`config.mk`:
```
export PLATFORM = sky130hd
export DESIGN_NAME = deque_with_linear_search_top
export DESIGN_NICKNAME = d
export VERILOG_FILES = /design/src/rtl/dq_pkg.sv /design/src/rtl/dq_ram.sv /design/src/rtl/dq_front.sv /design/src/rtl/dq_cmdq.sv /design/src/rtl/dq_back.sv /design/src/rtl/deque_with_linear_search_top.sv
export SDC_FILE = /design/constraint.sdc
export NUM_CORES = 1
export LEC_CHECK = 0
export ABC_CLOCK_PERIOD_IN_PS = 6500
export BUFFER_PORTS_ARGS = -buffer_cell sky130_fd_sc_hd__buf_2
export CAP_MARGIN = 20
export CELL_PAD_IN_SITES_DETAIL_PLACEMENT = 0
export CELL_PAD_IN_SITES_GLOBAL_PLACEMENT = 1
export CORE_UTILIZATION = 53
export CTS_CLUSTER_DIAMETER = 60
export DETAILED_ROUTE_END_ITERATION = 6
export GPL_TIMING_DRIVEN = 0
export PLACE_DENSITY = 0.78
export SYNTH_ARGS = -nofsm -noshare
export SYNTH_HDL_FRONTEND = slang
export SYNTH_SLANG_ARGS = --single-unit
```
`constraint.sdc`:
```
create_clock -name clk -period 6.5 [get_ports clk]
set_input_delay 0.65 -clock clk [delete_from_list [all_inputs] [get_ports clk]]
set_output_delay 0.65 -clock clk [all_outputs]
set_load 0.05 [all_outputs]
```
`src/rtl/dq_pkg.sv`:
```
package dq_pkg;

    localparam int OPCODE_W       = 3;
    localparam int STATUS_W       = 3;
    localparam int POS_W          = 4;
    localparam int DEPTH_DEF      = 16;
    localparam int DATA_WIDTH_DEF = 32;
    localparam int CMDQ_DEPTH     = 2;

    typedef enum logic [OPCODE_W-1:0] {
        OP_APPEND   = 3'd0,
        OP_REM_HEAD = 3'd1,
        OP_REM_TAIL = 3'd2,
        OP_SEARCH   = 3'd3,
        OP_LIST_F   = 3'd4,
        OP_LIST_R   = 3'd5
    } op_e_t;

    typedef enum logic [STATUS_W-1:0] {
        ST_OK       = 3'd0,
        ST_EMPTY    = 3'd1,
        ST_FULL     = 3'd2,
        ST_MATCH    = 3'd3,
        ST_NOTFOUND = 3'd4,
        ST_LISTED   = 3'd5
    } st_e_t;

endpackage

```
`src/rtl/dq_ram.sv`:
```
module dq_ram #(
    parameter int WIDTH = 32,
    parameter int DEPTH = 16
) (
    input  logic                     clk,
    input  logic                     we,
    input  logic [$clog2(DEPTH)-1:0] waddr,
    input  logic [WIDTH-1:0]         wdata,
    input  logic [$clog2(DEPTH)-1:0] raddr,
    output logic [WIDTH-1:0]         rdata
);

    logic [WIDTH-1:0] mem [DEPTH];

    always_ff @(posedge clk)
    begin
        if (we)
        begin
            mem[waddr] <= wdata;
        end
        rdata <= mem[raddr];
    end

endmodule

```
`src/rtl/dq_front.sv`:
```
// Input stage: registers a word, drops unused opcodes, feeds the command queue.
module dq_front #(
    parameter int DATA_WIDTH = dq_pkg::DATA_WIDTH_DEF
) (
    input  logic                        clk,
    input  logic                        rst_n,
    input  logic                        in_valid,
    output logic                        in_stall,
    input  logic [dq_pkg::OPCODE_W-1:0] opcode,
    input  logic [DATA_WIDTH-1:0]       value,
    input  logic                        q_full,
    output logic                        q_push,
    output dq_pkg::op_e_t               q_op,
    output logic [DATA_WIDTH-1:0]       q_value
);

    logic                  f_valid_reg, f_valid_next;
    dq_pkg::op_e_t         f_op_reg, f_op_next;
    logic [DATA_WIDTH-1:0] f_value_reg, f_value_next;
    logic                  dec_ok;
    dq_pkg::op_e_t         dec_op;
    logic                  load;

    always_comb
    begin
        dec_ok = 1'b0;
        dec_op = dq_pkg::OP_APPEND;
        unique case (opcode) inside
            dq_pkg::OP_APPEND, dq_pkg::OP_REM_HEAD, dq_pkg::OP_REM_TAIL,
            dq_pkg::OP_SEARCH, dq_pkg::OP_LIST_F, dq_pkg::OP_LIST_R:
            begin
                dec_ok = 1'b1;
                dec_op = dq_pkg::op_e_t'(opcode);
            end
            default:
            begin
                dec_ok = 1'b0;
            end
        endcase
    end

    assign in_stall = f_valid_reg && q_full;
    assign q_push   = f_valid_reg && !q_full;
    assign load     = in_valid && !in_stall;
    assign q_op     = f_op_reg;
    assign q_value  = f_value_reg;

    always_comb
    begin
        f_valid_next = f_valid_reg;
        f_op_next    = f_op_reg;
        f_value_next = f_value_reg;
        if (load)
        begin
            f_valid_next = dec_ok;
            f_op_next    = dec_op;
            f_value_next = value;
        end
        else if (q_push)
        begin
            f_valid_next = 1'b0;
        end
    end

    always_ff @(posedge clk or negedge rst_n)
    begin
        if (!rst_n)
        begin
            f_valid_reg <= 1'b0;
        end
        else
        begin
            f_valid_reg <= f_valid_next;
        end
    end

    always_ff @(posedge clk)
    begin
        f_op_reg    <= f_op_next;
        f_value_reg <= f_value_next;
    end

endmodule

```
`src/rtl/dq_cmdq.sv`:
```
// Short command FIFO between front and back.
module dq_cmdq #(
    parameter int DATA_WIDTH = dq_pkg::DATA_WIDTH_DEF
) (
    input  logic                  clk,
    input  logic                  rst_n,
    input  logic                  push,
    input  dq_pkg::op_e_t         push_op,
    input  logic [DATA_WIDTH-1:0] push_value,
    output logic                  full,
    input  logic                  pop,
    output logic                  cmd_valid,
    output dq_pkg::op_e_t         cmd_op,
    output logic [DATA_WIDTH-1:0] cmd_value
);

    localparam int QAW = $clog2(dq_pkg::CMDQ_DEPTH);
    localparam int QCW = $clog2(dq_pkg::CMDQ_DEPTH + 1);

    dq_pkg::op_e_t         op_mem [dq_pkg::CMDQ_DEPTH];
    logic [DATA_WIDTH-1:0] val_mem [dq_pkg::CMDQ_DEPTH];
    logic [QAW-1:0]        wr_ptr_reg, wr_ptr_next;
    logic [QAW-1:0]        rd_ptr_reg, rd_ptr_next;
    logic [QCW-1:0]        cnt_reg, cnt_next;
    logic                  do_pop;

    assign full      = (cnt_reg == QCW'(dq_pkg::CMDQ_DEPTH));
    assign cmd_valid = (cnt_reg != '0);
    assign cmd_op    = op_mem[rd_ptr_reg];
    assign cmd_value = val_mem[rd_ptr_reg];
    assign do_pop    = pop && cmd_valid;

    always_comb
    begin
        wr_ptr_next = wr_ptr_reg;
        rd_ptr_next = rd_ptr_reg;
        cnt_next    = cnt_reg;
        if (push)
        begin
            wr_ptr_next = (wr_ptr_reg == QAW'(dq_pkg::CMDQ_DEPTH - 1)) ? '0
                                                                       : wr_ptr_reg + 1'b1;
        end
        if (do_pop)
        begin
            rd_ptr_next = (rd_ptr_reg == QAW'(dq_pkg::CMDQ_DEPTH - 1)) ? '0
                                                                       : rd_ptr_reg + 1'b1;
        end
        if (push && !do_pop)
        begin
            cnt_next = cnt_reg + 1'b1;
        end
        else if (!push && do_pop)
        begin
            cnt_next = cnt_reg - 1'b1;
        end
    end

    always_ff @(posedge clk or negedge rst_n)
    begin
        if (!rst_n)
        begin
            wr_ptr_reg <= '0;
            rd_ptr_reg <= '0;
            cnt_reg    <= '0;
        end
        else
        begin
            wr_ptr_reg <= wr_ptr_next;
            rd_ptr_reg <= rd_ptr_next;
            cnt_reg    <= cnt_next;
        end
    end

    always_ff @(posedge clk)
    begin
        if (push)
        begin
            op_mem[wr_ptr_reg]  <= push_op;
            val_mem[wr_ptr_reg] <= push_value;
        end
    end

endmodule

```
`src/rtl/dq_back.sv`:
```
// Executes commands against the ring store; one output register.
module dq_back #(
    parameter int DEPTH      = dq_pkg::DEPTH_DEF,
    parameter int DATA_WIDTH = dq_pkg::DATA_WIDTH_DEF
) (
    input  logic                        clk,
    input  logic                        rst_n,
    input  logic                        cmd_valid,
    input  dq_pkg::op_e_t               cmd_op,
    input  logic [DATA_WIDTH-1:0]       cmd_value,
    output logic                        cmd_pop,
    output logic                        out_valid,
    input  logic                        out_stall,
    output logic [dq_pkg::STATUS_W-1:0] status,
    output logic [dq_pkg::POS_W-1:0]    position,
    output logic [DATA_WIDTH-1:0]       element,
    output logic                        last
);

    localparam int AW = $clog2(DEPTH);
    localparam int CW = $clog2(DEPTH + 1);

    typedef enum logic [1:0] {
        S_IDLE,
        S_WALK,
        S_FINISH
    } state_t;

    state_t                state_reg, state_next;
    dq_pkg::op_e_t         op_reg, op_next;
    logic [AW-1:0]         ptr_reg, ptr_next;
    logic [AW-1:0]         head_reg, head_next;
    logic [CW-1:0]         count_reg, count_next;
    logic [DATA_WIDTH-1:0] key_reg, key_next;
    logic                  pend_valid_reg, pend_valid_next;
    logic [AW-1:0]         pend_pos_reg, pend_pos_next;
    logic [DATA_WIDTH-1:0] pend_elt_reg, pend_elt_next;
    logic                  out_valid_reg, out_valid_next;
    dq_pkg::st_e_t         out_st_reg, out_st_next;
    logic [AW-1:0]         out_pos_reg, out_pos_next;
    logic [DATA_WIDTH-1:0] out_elt_reg, out_elt_next;
    logic                  out_last_reg, out_last_next;

    logic                  ram_we;
    logic [AW-1:0]         ram_waddr;
    logic [AW-1:0]         ram_raddr;
    logic [DATA_WIDTH-1:0] ram_rdata;

    logic                  out_free;
    logic                  is_empty;
    logic                  is_full;
    logic [CW-1:0]         count_m1;
    logic                  at_end;
    logic                  hit;

    // ring slot of a position counted from the head
    function automatic logic [AW-1:0] slot_of(input logic [AW-1:0] head,
                                              input logic [AW-1:0] pos);
        logic [AW:0] sum;
        begin
            sum = {1'b0, head} + {1'b0, pos};
            if (sum >= (AW+1)'(DEPTH))
            begin
                sum = sum - (AW+1)'(DEPTH);
            end
            return sum[AW-1:0];
        end
    endfunction

    dq_ram #(
        .WIDTH (DATA_WIDTH),
        .DEPTH (DEPTH)
    ) u_store (
        .clk   (clk),
        .we    (ram_we),
        .waddr (ram_waddr),
        .wdata (cmd_value),
        .raddr (ram_raddr),
        .rdata (ram_rdata)
    );

    assign out_free  = !out_valid_reg || !out_stall;
    assign is_empty  = (count_reg == '0);
    assign is_full   = (count_reg == CW'(DEPTH));
    assign count_m1  = count_reg - CW'(1);
    assign hit       = (ram_rdata == key_reg);
    // read port follows the next pointer so its registered data matches ptr_reg
    assign ram_raddr = slot_of(head_reg, ptr_next);
    assign ram_waddr = slot_of(head_reg, AW'(count_reg));

    always_comb
    begin
        if (op_reg == dq_pkg::OP_LIST_R)
        begin
            at_end = (ptr_reg == '0);
        end
        else
        begin
            at_end = (CW'(ptr_reg) == count_m1);
        end
    end

    always_comb
    begin
        state_next      = state_reg;
        op_next         = op_reg;
        ptr_next        = ptr_reg;
        head_next       = head_reg;
        count_next      = count_reg;
        key_next        = key_reg;
        pend_valid_next = pend_valid_reg;
        pend_pos_next   = pend_pos_reg;
        pend_elt_next   = pend_elt_reg;
        out_valid_next  = out_valid_reg && out_stall;
        out_st_next     = out_st_reg;
        out_pos_next    = out_pos_reg;
        out_elt_next    = out_elt_reg;
        out_last_next   = out_last_reg;
        cmd_pop         = 1'b0;
        ram_we          = 1'b0;

        unique case (state_reg)
            S_IDLE:
            begin
                if (cmd_valid && out_free)
                begin
                    cmd_pop       = 1'b1;
                    op_next       = cmd_op;
                    key_next      = cmd_value;
                    out_pos_next  = '0;
                    out_elt_next  = '0;
                    out_last_next = 1'b1;
                    unique case (cmd_op) inside
                        dq_pkg::OP_APPEND:
                        begin
                            out_valid_next = 1'b1;
                            if (is_full)
                            begin
                                out_st_next = dq_pkg::ST_FULL;
                            end
                            else
                            begin
                                ram_we      = 1'b1;
                                count_next  = count_reg + CW'(1);
                                out_st_next = dq_pkg::ST_OK;
                            end
                        end
                        dq_pkg::OP_REM_HEAD, dq_pkg::OP_REM_TAIL,
                        dq_pkg::OP_LIST_F, dq_pkg::OP_LIST_R:
                        begin
                            if (is_empty)
                            begin
                                out_valid_next = 1'b1;
                                out_st_next    = dq_pkg::ST_EMPTY;
                            end
                            else
                            begin
                                state_next = S_WALK;
                                if (cmd_op == dq_pkg::OP_REM_TAIL ||
                                    cmd_op == dq_pkg::OP_LIST_R)
                                begin
                                    ptr_next = AW'(count_m1);
                                end
                                else
                                begin
                                    ptr_next = '0;
                                end
                            end
                        end
                        dq_pkg::OP_SEARCH:
                        begin
                            if (is_empty)
                            begin
                                out_valid_next = 1'b1;
                                out_st_next    = dq_pkg::ST_NOTFOUND;
                            end
                            else
                            begin
                                state_next      = S_WALK;
                                ptr_next        = '0;
                                pend_valid_next = 1'b0;
                            end
                        end
                        default:
                        begin
                            cmd_pop = 1'b1;
                        end
                    endcase
                end
            end

            S_WALK:
            begin
                unique case (op_reg) inside
                    dq_pkg::OP_REM_HEAD, dq_pkg::OP_REM_TAIL:
                    begin
                        if (out_free)
                        begin
                            out_valid_next = 1'b1;
                            out_st_next    = dq_pkg::ST_OK;
                            out_pos_next   = '0;
                            out_elt_next   = ram_rdata;
                            out_last_next  = 1'b1;
                            count_next     = count_m1;
                            if (op_reg == dq_pkg::OP_REM_HEAD)
                            begin
                                head_next = (head_reg == AW'(DEPTH - 1)) ? '0
                                                                         : head_reg + 1'b1;
                            end
                            state_next = S_IDLE;
                        end
                    end
                    dq_pkg::OP_LIST_F, dq_pkg::OP_LIST_R:
                    begin
                        if (out_free)
                        begin
                            out_valid_next = 1'b1;
                            out_st_next    = dq_pkg::ST_LISTED;
                            out_pos_next   = ptr_reg;
                            out_elt_next   = ram_rdata;
                            out_last_next  = at_end;
                            if (at_end)
                            begin
                                state_next = S_IDLE;
                            end
                            else if (op_reg == dq_pkg::OP_LIST_F)
                            begin
                                ptr_next = ptr_reg + 1'b1;
                            end
                            else
                            begin
                                ptr_next = ptr_reg - 1'b1;
                            end
                        end
                    end
                    dq_pkg::OP_SEARCH:
                    begin
                        // a match is held back until the next one shows whether it is final
                        if (!(hit && pend_valid_reg && !out_free))
                        begin
                            if (hit)
                            begin
                                if (pend_valid_reg)
                                begin
                                    out_valid_next = 1'b1;
                                    out_st_next    = dq_pkg::ST_MATCH;
                                    out_pos_next   = pend_pos_reg;
                                    out_elt_next   = pend_elt_reg;
                                    out_last_next  = 1'b0;
                                end
                                pend_valid_next = 1'b1;
                                pend_pos_next   = ptr_reg;
                                pend_elt_next   = ram_rdata;
                            end
                            if (at_end)
                            begin
                                state_next = S_FINISH;
                            end
                            else
                            begin
                                ptr_next = ptr_reg + 1'b1;
                            end
                        end
                    end
                    default:
                    begin
                        state_next = S_IDLE;
                    end
                endcase
            end

            S_FINISH:
            begin
                if (out_free)
                begin
                    out_valid_next  = 1'b1;
                    out_last_next   = 1'b1;
                    pend_valid_next = 1'b0;
                    state_next      = S_IDLE;
                    if (pend_valid_reg)
                    begin
                        out_st_next  = dq_pkg::ST_MATCH;
                        out_pos_next = pend_pos_reg;
                        out_elt_next = pend_elt_reg;
                    end
                    else
                    begin
                        out_st_next  = dq_pkg::ST_NOTFOUND;
                        out_pos_next = '0;
                        out_elt_next = '0;
                    end
                end
            end

            default:
            begin
                state_next = S_IDLE;
            end
        endcase
    end

    always_ff @(posedge clk or negedge rst_n)
    begin
        if (!rst_n)
        begin
            state_reg      <= S_IDLE;
            op_reg         <= dq_pkg::OP_APPEND;
            ptr_reg        <= '0;
            head_reg       <= '0;
            count_reg      <= '0;
            key_reg        <= '0;
            pend_valid_reg <= 1'b0;
            pend_pos_reg   <= '0;
            pend_elt_reg   <= '0;
            out_valid_reg  <= 1'b0;
            out_st_reg     <= dq_pkg::ST_OK;
            out_pos_reg    <= '0;
            out_elt_reg    <= '0;
            out_last_reg   <= 1'b0;
        end
        else
        begin
            state_reg      <= state_next;
            op_reg         <= op_next;
            ptr_reg        <= ptr_next;
            head_reg       <= head_next;
            count_reg      <= count_next;
            key_reg        <= key_next;
            pend_valid_reg <= pend_valid_next;
            pend_pos_reg   <= pend_pos_next;
            pend_elt_reg   <= pend_elt_next;
            out_valid_reg  <= out_valid_next;
            out_st_reg     <= out_st_next;
            out_pos_reg    <= out_pos_next;
            out_elt_reg    <= out_elt_next;
            out_last_reg   <= out_last_next;
        end
    end

    assign out_valid = out_valid_reg;
    assign status    = out_st_reg;
    assign position  = dq_pkg::POS_W'(out_pos_reg);
    assign element   = out_elt_reg;
    assign last      = out_last_reg;

endmodule

```
`src/rtl/deque_with_linear_search_top.sv`:
```
// Double-ended queue of DEPTH signed words held in a ring buffer, with linear
// search. Each input word carries one command: append at the tail, remove the
// head, remove the tail, search for a key, or list all entries front-to-back or
// back-to-front. Append and remove give one result word; search gives one
// word per matching position (or a single not-found word), list gives one
// word per stored entry (or a single empty word); the final word of every
// command has last set. Opcodes 6 and 7 are dropped with no result.
// A command passes through the input register and the command queue to the
// execution unit. Append and any command on an empty store are answered
// straight from the idle state; remove reads one entry, list walks every
// stored entry, and search walks every stored entry and then a finish step.
// The walk is paced by the single read port of the store, one entry per
// cycle unless out_stall holds it. Input and execution are decoupled by a
// two-entry command queue, and output back-pressure (out_stall) simply
// pauses the walk.
module deque_with_linear_search_top #(
    parameter int DEPTH      = dq_pkg::DEPTH_DEF,
    parameter int DATA_WIDTH = dq_pkg::DATA_WIDTH_DEF
) (
    input  logic                          clk,
    input  logic                          rst_n,

    // command words
    input  logic                          in_valid,
    output logic                          in_stall,
    input  logic [dq_pkg::OPCODE_W-1:0]   opcode,
    input  logic signed [DATA_WIDTH-1:0]  value,

    // result words
    output logic                          out_valid,
    input  logic                          out_stall,
    output logic [dq_pkg::STATUS_W-1:0]   status,
    output logic [dq_pkg::POS_W-1:0]      position,
    output logic signed [DATA_WIDTH-1:0]  element,
    output logic                          last
);

    // front to queue
    logic                  q_push;
    dq_pkg::op_e_t         q_op;
    logic [DATA_WIDTH-1:0] q_value;
    logic                  q_full;

    // queue to back
    logic                  cmd_valid;
    dq_pkg::op_e_t         cmd_op;
    logic [DATA_WIDTH-1:0] cmd_value;
    logic                  cmd_pop;

    logic [DATA_WIDTH-1:0] element_raw;

    // Front: registers the command word and discards unused opcodes.
    dq_front #(
        .DATA_WIDTH (DATA_WIDTH)
    ) u_front (
        .clk      (clk),
        .rst_n    (rst_n),
        .in_valid (in_valid),
        .in_stall (in_stall),
        .opcode   (opcode),
        .value    (value),
        .q_full   (q_full),
        .q_push   (q_push),
        .q_op     (q_op),
        .q_value  (q_value)
    );

    // Two-entry queue lets the front keep taking words while a walk runs.
    dq_cmdq #(
        .DATA_WIDTH (DATA_WIDTH)
    ) u_cmdq (
        .clk        (clk),
        .rst_n      (rst_n),
        .push       (q_push),
        .push_op    (q_op),
        .push_value (q_value),
        .full       (q_full),
        .pop        (cmd_pop),
        .cmd_valid  (cmd_valid),
        .cmd_op     (cmd_op),
        .cmd_value  (cmd_value)
    );

    // Back: owns the ring store, head/count and the output register.
    dq_back #(
        .DEPTH      (DEPTH),
        .DATA_WIDTH (DATA_WIDTH)
    ) u_back (
        .clk       (clk),
        .rst_n     (rst_n),
        .cmd_valid (cmd_valid),
        .cmd_op    (cmd_op),
        .cmd_value (cmd_value),
        .cmd_pop   (cmd_pop),
        .out_valid (out_valid),
        .out_stall (out_stall),
        .status    (status),
        .position  (position),
        .element   (element_raw),
        .last      (last)
    );

    assign element = element_raw;

endmodule
```
After elaboration in Yosys (flattened, before gate mapping)
Memories as Yosys holds them, arrays and structs flattened. A register that Yosys moved wholly into a read port is not among the register bits. Index checks and enable logic that the tools add are counted.

$lt $le $gt $ge: 2. Equal/unequal tests: 47. Bitwise gates (word level): 1. Add/sub/neg operators: 13. Mux-type cells: 107. Reduce and logical (&&, ||, !) cells: 45.

Operators by type and width (count): 32-bit two-way mux (7); 32-bit case mux with 3 select lines (1); 4-bit two-way mux (20); 32-bit case mux with 2 select lines (1); 1-bit two-way mux (35); 32-bit == test (1); 3-bit two-way mux (10); 3-bit by 2-bit != test with 1-bit output, second input constant (10); 3-bit case mux with 3 select lines (3); 5-bit two-way mux (5); 4-bit case mux with 2 select lines (3); 4-bit case mux with 3 select lines (2); 2-bit two-way mux (11); 3-bit by 2-bit == test with 1-bit output, second input constant (6); 3-bit == test, second input constant (6); 8-bit AND reduction (2); 2-bit by 1-bit != test with 1-bit output, second input constant (7); 7-bit AND reduction (2); 1-bit case mux with 3 select lines (4); 2-bit case mux with 3 select lines (2); 12-bit AND reduction (1); 4-bit by 1-bit subtractor with 4-bit output, second input constant (3); 4-bit by 4-bit adder with 5-bit output (2); 5-bit greater-or-equal comparator, second input constant (2); other kinds (36) (69).

RAM bits: 582. Word-level logic and storage cells: 238. Memories kept: 3. Output and inout port bits: 42. Flip-flop bits (word level): 168. Bits of input ports: 39.

Memory list: u_back.u_store.mem (depth 16, bits a word 32, read ports 1, clocked after Yosys merged registers in 1, wr ports 1, line dq_ram.sv:13) `logic [WIDTH-1:0] mem [DEPTH];`; u_cmdq.val_mem (depth 2, bits a word 32, read ports 1, clocked after Yosys merged registers in 0, wr ports 1, line dq_cmdq.sv:21) `logic [DATA_WIDTH-1:0] val_mem [dq_pkg::CMDQ_DEPTH];`; u_cmdq.op_mem (depth 2, bits a word 3, read ports 1, clocked after Yosys merged registers in 0, wr ports 1, line dq_cmdq.sv:20) `dq_pkg::op_e_t op_mem [dq_pkg::CMDQ_DEPTH];`.

Longest topological paths before layout
An unclocked memory read counts as a cell.

Word-level depth: 11. Mapped depth: 18. Gate-level depth less buffers: 16.

Cells and area by module
Synthesis repeated with hierarchy kept, for this count alone.

Cell total of the unflattened synthesis: 1681. Area total of the unflattened synthesis: 30524.3 um^2.

By module, submodules not included: dq_ram (cells an instance 838, instances 1, area an instance 19836.5 um^2, seq. area each 16015.4 um^2); dq_back (cells an instance 674, instances 1, area an instance 6693.9 um^2, seq. area each 3203.1 um^2); dq_cmdq (cells an instance 125, instances 1, area an instance 2865.2 um^2, seq. area each 2202.1 um^2); dq_front (cells an instance 44, instances 1, area an instance 1128.6 um^2, seq. area each 1076.0 um^2).

Worst setup path after synthesis
No wires, ideal clock.

Path kind: flip-flop to flip-flop. Start: register u_cmdq.rd_ptr_reg. End: memory u_back.u_store.mem[0][0], enable pin. Path buffers: 2. Data required time: 5999 ps. Setup time: 501 ps. Arrival: 4575 ps. Period minus slack after synthesis: 5076 ps. Path slack: 1424 ps. Cell stages (with the launch flop): 7. Cell sequence: dfrtp_1 -> buf_6 -> mux2i_1 -> and3_1 -> clkbuf_1 -> nand3_1 -> nor4_1.

Word-level cells in the longest chain between the ends: 7.

Ends and longest elaborated chain: start: declaration (line dq_cmdq.sv:23) `logic [QAW-1:0] rd_ptr_reg, rd_ptr_next;`; start signal: assignment (line dq_cmdq.sv:69) `rd_ptr_reg <= rd_ptr_next;`; memory read 2 x 3 bit; 3-bit logical NOT (no source line); 1-bit two-way mux (line dq_back.sv:133) `unique case (cmd_op) inside`; 1-bit two-way mux (line dq_back.sv:125) `if (cmd_valid && out_free)`; 1-bit two-way mux (line dq_back.sv:122) `unique case (state_reg)`; 1-bit two-way mux (line dq_ram.sv:17) `if (we)`; 1-bit two-way mux (implied by the code) (line dq_ram.sv:19) `mem[waddr] <= wdata;`; end: declaration (line dq_ram.sv:13).

Every way passes these cells.

Worst setup path in the final report
Start: register u_back.key_reg[15]. End: register u_back.u_store.rdata[13] (read register of u_back.u_store.mem).

Word-level cells in the longest chain between the ends: 9. Elaborated cells on any way between the ends: 10. Classes of those cells: 2 x add/sub; 1 x order compare; 1 x eq/ne; 4 x mux; 2 x reduce/logical.

Ends and longest elaborated chain: start: declaration (line dq_back.sv:34) `logic [DATA_WIDTH-1:0] key_reg, key_next;`; start signal: assignment (line dq_back.sv:328) `key_reg <= key_next;`; 32-bit == test (*) (line dq_back.sv:86) `assign hit = (ram_rdata == key_reg);`; 1-bit logical AND (*) (2 in a row) (line dq_back.sv:239) `if (!(hit && pend_valid_reg && !out_free))`; 4-bit two-way mux (*) (line dq_back.sv:239); 4-bit case mux with 2 select lines (*) (line dq_back.sv:194) `unique case (op_reg) inside`; 4-bit case mux with 2 select lines (*) (line dq_back.sv:122); via u_back.ptr_next[0] (line dq_back.sv:31) `logic [AW-1:0] ptr_reg, ptr_next;`; 4-bit by 4-bit adder with 5-bit output (*) (line dq_back.sv:61) `sum = {1'b0, head} + {1'b0, pos};`; 4-bit by 1-bit subtractor with 4-bit output / 5-bit greater-or-equal comparator (equally long branches) (line dq_back.sv:64, dq_back.sv:62); 4-bit two-way mux (*) (line dq_back.sv:62) `if (sum >= (AW+1)'(DEPTH))`; end: declaration (line dq_ram.sv:10) `output logic [WIDTH-1:0] rdata`.

Mark *: on every way through the listed nets, which the timed path passes. The rest lies on a longest branch. A chain may end at the register's enable or synchronous reset.

==> results list <==
- Per-cell routed wire length: ~25 µm
- The first detailed-routing pass ran for 5 iterations.
- Antenna diode instance count: 0
- GP Congestion: about 0.86
- Clock slew at the register clock pins of the worst setup and hold paths: around 0.07 ns
* Count of final max-slew check failures: 0
- Via count of the first global-routing pass: between 15000 and 20000
- Cell area after technology mapping: 30800 µm²
- The first global-routing pass estimated ~100000 µm of wire.
- Syn Nets: roughly 1700
- During synthesis, Yosys emitted a total of 0 warnings.
- The post-route netlist has 26.9% of its cells at a drive strength greater than 1.
* Cell area after layout: approximately 35000 µm²
* Drt via density: 5.85
* Reg with most FFs: u_back.u_store.mem
- Number of synthesized flops with an enable pin: 617
- Counting flops and latches in the post-synthesis netlist gives 782.
* Aggregate routed wire length: 65100 µm
- By startpoint and endpoint, the worst setup path is classified as flop to flop.
* Number of flip-flops under the largest register name: just over 500
* Worst setup path end: u_back.u_store.rdata[13]$_DFF_P_
* Worst-margin pin slew: roughly 1.1 ns
* Setup slack, reg-to-reg: between 0.3 and 0.4 ns
- DP HPWL: around 44000 µm
- Post-Place Cells: approximately 2500
- Biggest regs: u_back.u_store.mem x512, u_cmdq.val_mem x64
* Area growth from synthesis to layout: 15.0%
- In this run the worst setup path begins at u_back.key_reg[15]$_DFFE_PN0P_.
* Clock buffer depth: 3
- Worst max-slew margin expressed relative to the limit: 28.8%
* Final critical-path required period: approximately 6.1 ns
- Clock tree root buffer cell: clkbuf_16
- After the last flow step, the layout net total stands at between 1500 and 2000.
* Clock tree from TritonCTS: done
- The worst setup path is captured at a flop.
- In this run the count of I/O pins placed on the die edge is just over 80.
- Data on the critical path arrives at its endpoint at around 6.6 ns.
- The core region is ~57000 µm².
- At the later pin of the worst-skew pair, clock insertion delay measures a little over 0.6 ns.
- Once placement finished, the instance area stood at about 33000 µm².
- Achievable frequency: between 150 and 200 MHz
- Setup violations remaining at the end of the flow were counted as 0.
- Number of setup buffers added after CTS: 0
* Port Buffers: 80
- Share of synthesized area occupied by flip-flops and latches: between 70% and 80%
* Final worst-path cycle share: between 90% and 100%
* Global router's overall resource usage: a little under a quarter
- Number of max-cap violations: 0
- Largest fanout on the critical path: 10
- Number of filler cells placed in the layout: ~4100
- Via total after detailed routing: roughly 16000
- Once the floorplan was initialized, standard cells occupied a little over half of the core.
- The clock net in this run drives a total of roughly 780 sinks.
* Number of remaining DRC errors: 0
- Critical path launch point type: flop
- After floorplanning, the core was divided into 87 placement rows.
- For the worst setup path, the data required time is ~7 ns.
* Die area: 59000 µm²
- Endpoint of the most critical register-to-register path: u_back.u_store.rdata[13]$_DFF_P_
- Number of standard cells in the final layout excluding fillers: 2649
- Cts hold-fix bufs: 0
* Chip Width: roughly 240 µm
- Drt first-iter violations: ~1400
- Number of antenna violations at the first check in global routing: 0
- Once detail routing completed, the nets flagged for antenna violations numbered 0.
- The final number of hold-violating endpoints was 0.
- Die Span Y: ~240 µm
- Entering global routing, the biggest net connects 72 pins.
- Synthesis handed over a netlist of between 1500 and 2000 instances.
- Async set or reset register ratio after synthesis: between 15 and 20%
- For the final database, setup skew stands at approximately 0.024 ns.
- RSZ-0062 raised after global routing: no
- Total number of H-tree levels: 3
- R2R Path Start: u_back.key_reg[15]$_DFFE_PN0P_
* Syn avg cell area: 18.9 µm²
* Prevailing post-synth register cell: edfxtp_1
- The tightest min-delay check is of the primary input to async pin type.
- TritonCTS buffer count: around 80
- Yosys mapped the design onto 75 distinct sky130hd cell types.
* Total congestion overflow after global routing: 0
* Final core area utilization: between 60% and 70%
- Worst reg-to-reg path cell count: 16
* Status: complete, no violations
## metal layers
| metal | vias up | track usage [%] | part of all wire, % | wire, µm |
|---|---|---|---|---|
| met2 | 529 | 36.8 | 49 | 31800 |
| met3 | 87 | 3.75 | 6.8 | 4410 |
| met4 | 0 | 6.25 | 1.7 | 1090 |
| met1 | 8041 | 32.5 | 43 | 27800 |
| li1 | 6849 | - | - | - |
| met5 | - | 0 | 0 | 0 |
## cells in the final DEF (no fill, tap or decap), types with 7 or more instances in the layout
| cell | n |
|---|---|
| edfxtp_1 | 617 |
| dfrtp_1 | 133 |
| mux4_2 | 128 |
| mux2i_1 | 102 |
| mux2_2 | 102 |
| clkbuf_1 | 89 |
| clkbuf_16 | 83 |
| buf_2 | 82 |
| nand2_1 | 63 |
| o21ai_0 | 50 |
| xnor2_1 | 45 |
| a22oi_1 | 32 |
| dfxtp_1 | 32 |
| nor2_1 | 31 |
| buf_4 | 22 |
| a21oi_1 | 18 |
| buf_12 | 18 |
| inv_1 | 17 |
| buf_1 | 16 |
| ha_1 | 16 |
| nand4_1 | 13 |
| nor2_4 | 13 |
| xor2_1 | 12 |
| nand2b_1 | 8 |
| a31oi_1 | 8 |
| clkbuf_8 | 8 |
| clkinv_2 | 7 |
## worst max-delay path, stage by stage, from the launching register on
cell and delay (ns):
dfrtp_1 0.39, xnor2_1 0.43, nand4_1 0.18, nor4_2 0.81
nand4_1 0.40, nand2b_1 0.28, a211oi_1 0.09, xnor2_1 0.19
a221o_1 0.21, ha_1 0.18, inv_1 0.06, fa_1 0.54
clkbuf_1 0.70, clkdlybuf4s15_1 0.77, mux4_2 0.41, mux2i_1 0.23
mux2i_1 0.11
## per-stage QoR
stage                     hold WS, ns  setup WS, ns  setup TNS [ns]
final                          0.0598         0.368               0
after global routing            0.110        0.0539               0
after CTS                      0.0694         0.106               0
after detailed placement        0.429         0.133               0
after global placement          0.423         -2.77         -320.27
after floorplan                 0.354          1.42               0
## timing repair
item                                   CTS  global route
endpoints found under the hold margin    0             0
gates resized for setup                  0             3
setup endpoints to repair                0             2
## worst min-delay path by stage
stage / cells after the start / slack, ns / to / start
finish: 1 / 0.06 / u_back.count_reg[2]$_DFFE_PN0P_ / rst_n
global route: 1 / 0.11 / u_cmdq.cnt_reg[1]$_DFFE_PN0P_ / rst_n
CTS: 1 / 0.07 / u_back.count_reg[2]$_DFFE_PN0P_ / rst_n
detailed placement: 0 / 0.43 / u_cmdq.val_mem[1][2]$_DFFE_PP_ / u_front.q_value[2]$_DFFE_PP_
global placement: 0 / 0.42 / u_cmdq.val_mem[0][4]$_DFFE_PP_ / u_front.q_value[4]$_DFFE_PP_
floorplan: 0 / 0.35 / u_back.count_reg[0]$_DFFE_PN0P_ / rst_n
## cells by family (layout without fill, tap and decap cells)
family,Yosys count,in the layout,share of synthesized area (%)
flops,782,782,73.1
fa+ha+maj,18,18,0.781
compound gates,152,152,3.44
buf+inv,101,370,1.45
simple gates,177,177,2.86
mux,334,334,16.5
xor+xnor,60,60,1.81
## Yosys cell counts, types with 16 or more instances
library cell,count,area share (%)
edfxtp_1,617,60
dfrtp_1,133,11
mux4_2,128,9.4
mux2_2,102,3.7
mux2i_1,102,3.3
nand2_1,63,0.77
clkbuf_1,58,0.71
o21ai_0,50,0.81
xnor2_1,46,1.3
nor2_1,44,0.54
a22oi_1,32,0.78
dfxtp_1,32,2.1
a21oi_1,18,0.29
inv_1,17,0.21
buf_1,16,0.20
ha_1,16,0.65
## final cells by class
type	count	area (µm²)	share of cell area, %
Sequential cell	782	22500	63.6
Multi-Input combinational cell	741	7970	22.5
Clock buffer	123	2310	6.52
Tap cell	756	946	2.67
Timing Repair Buffer	120	937	2.65
Buffer	83	385	1.09
Clock inverter	26	278	0.785
Inverter	18	67.6	0.191
Power is not shown: default switching activity piles up to over one toggle a cycle in this logic, so the estimate is an artifact.
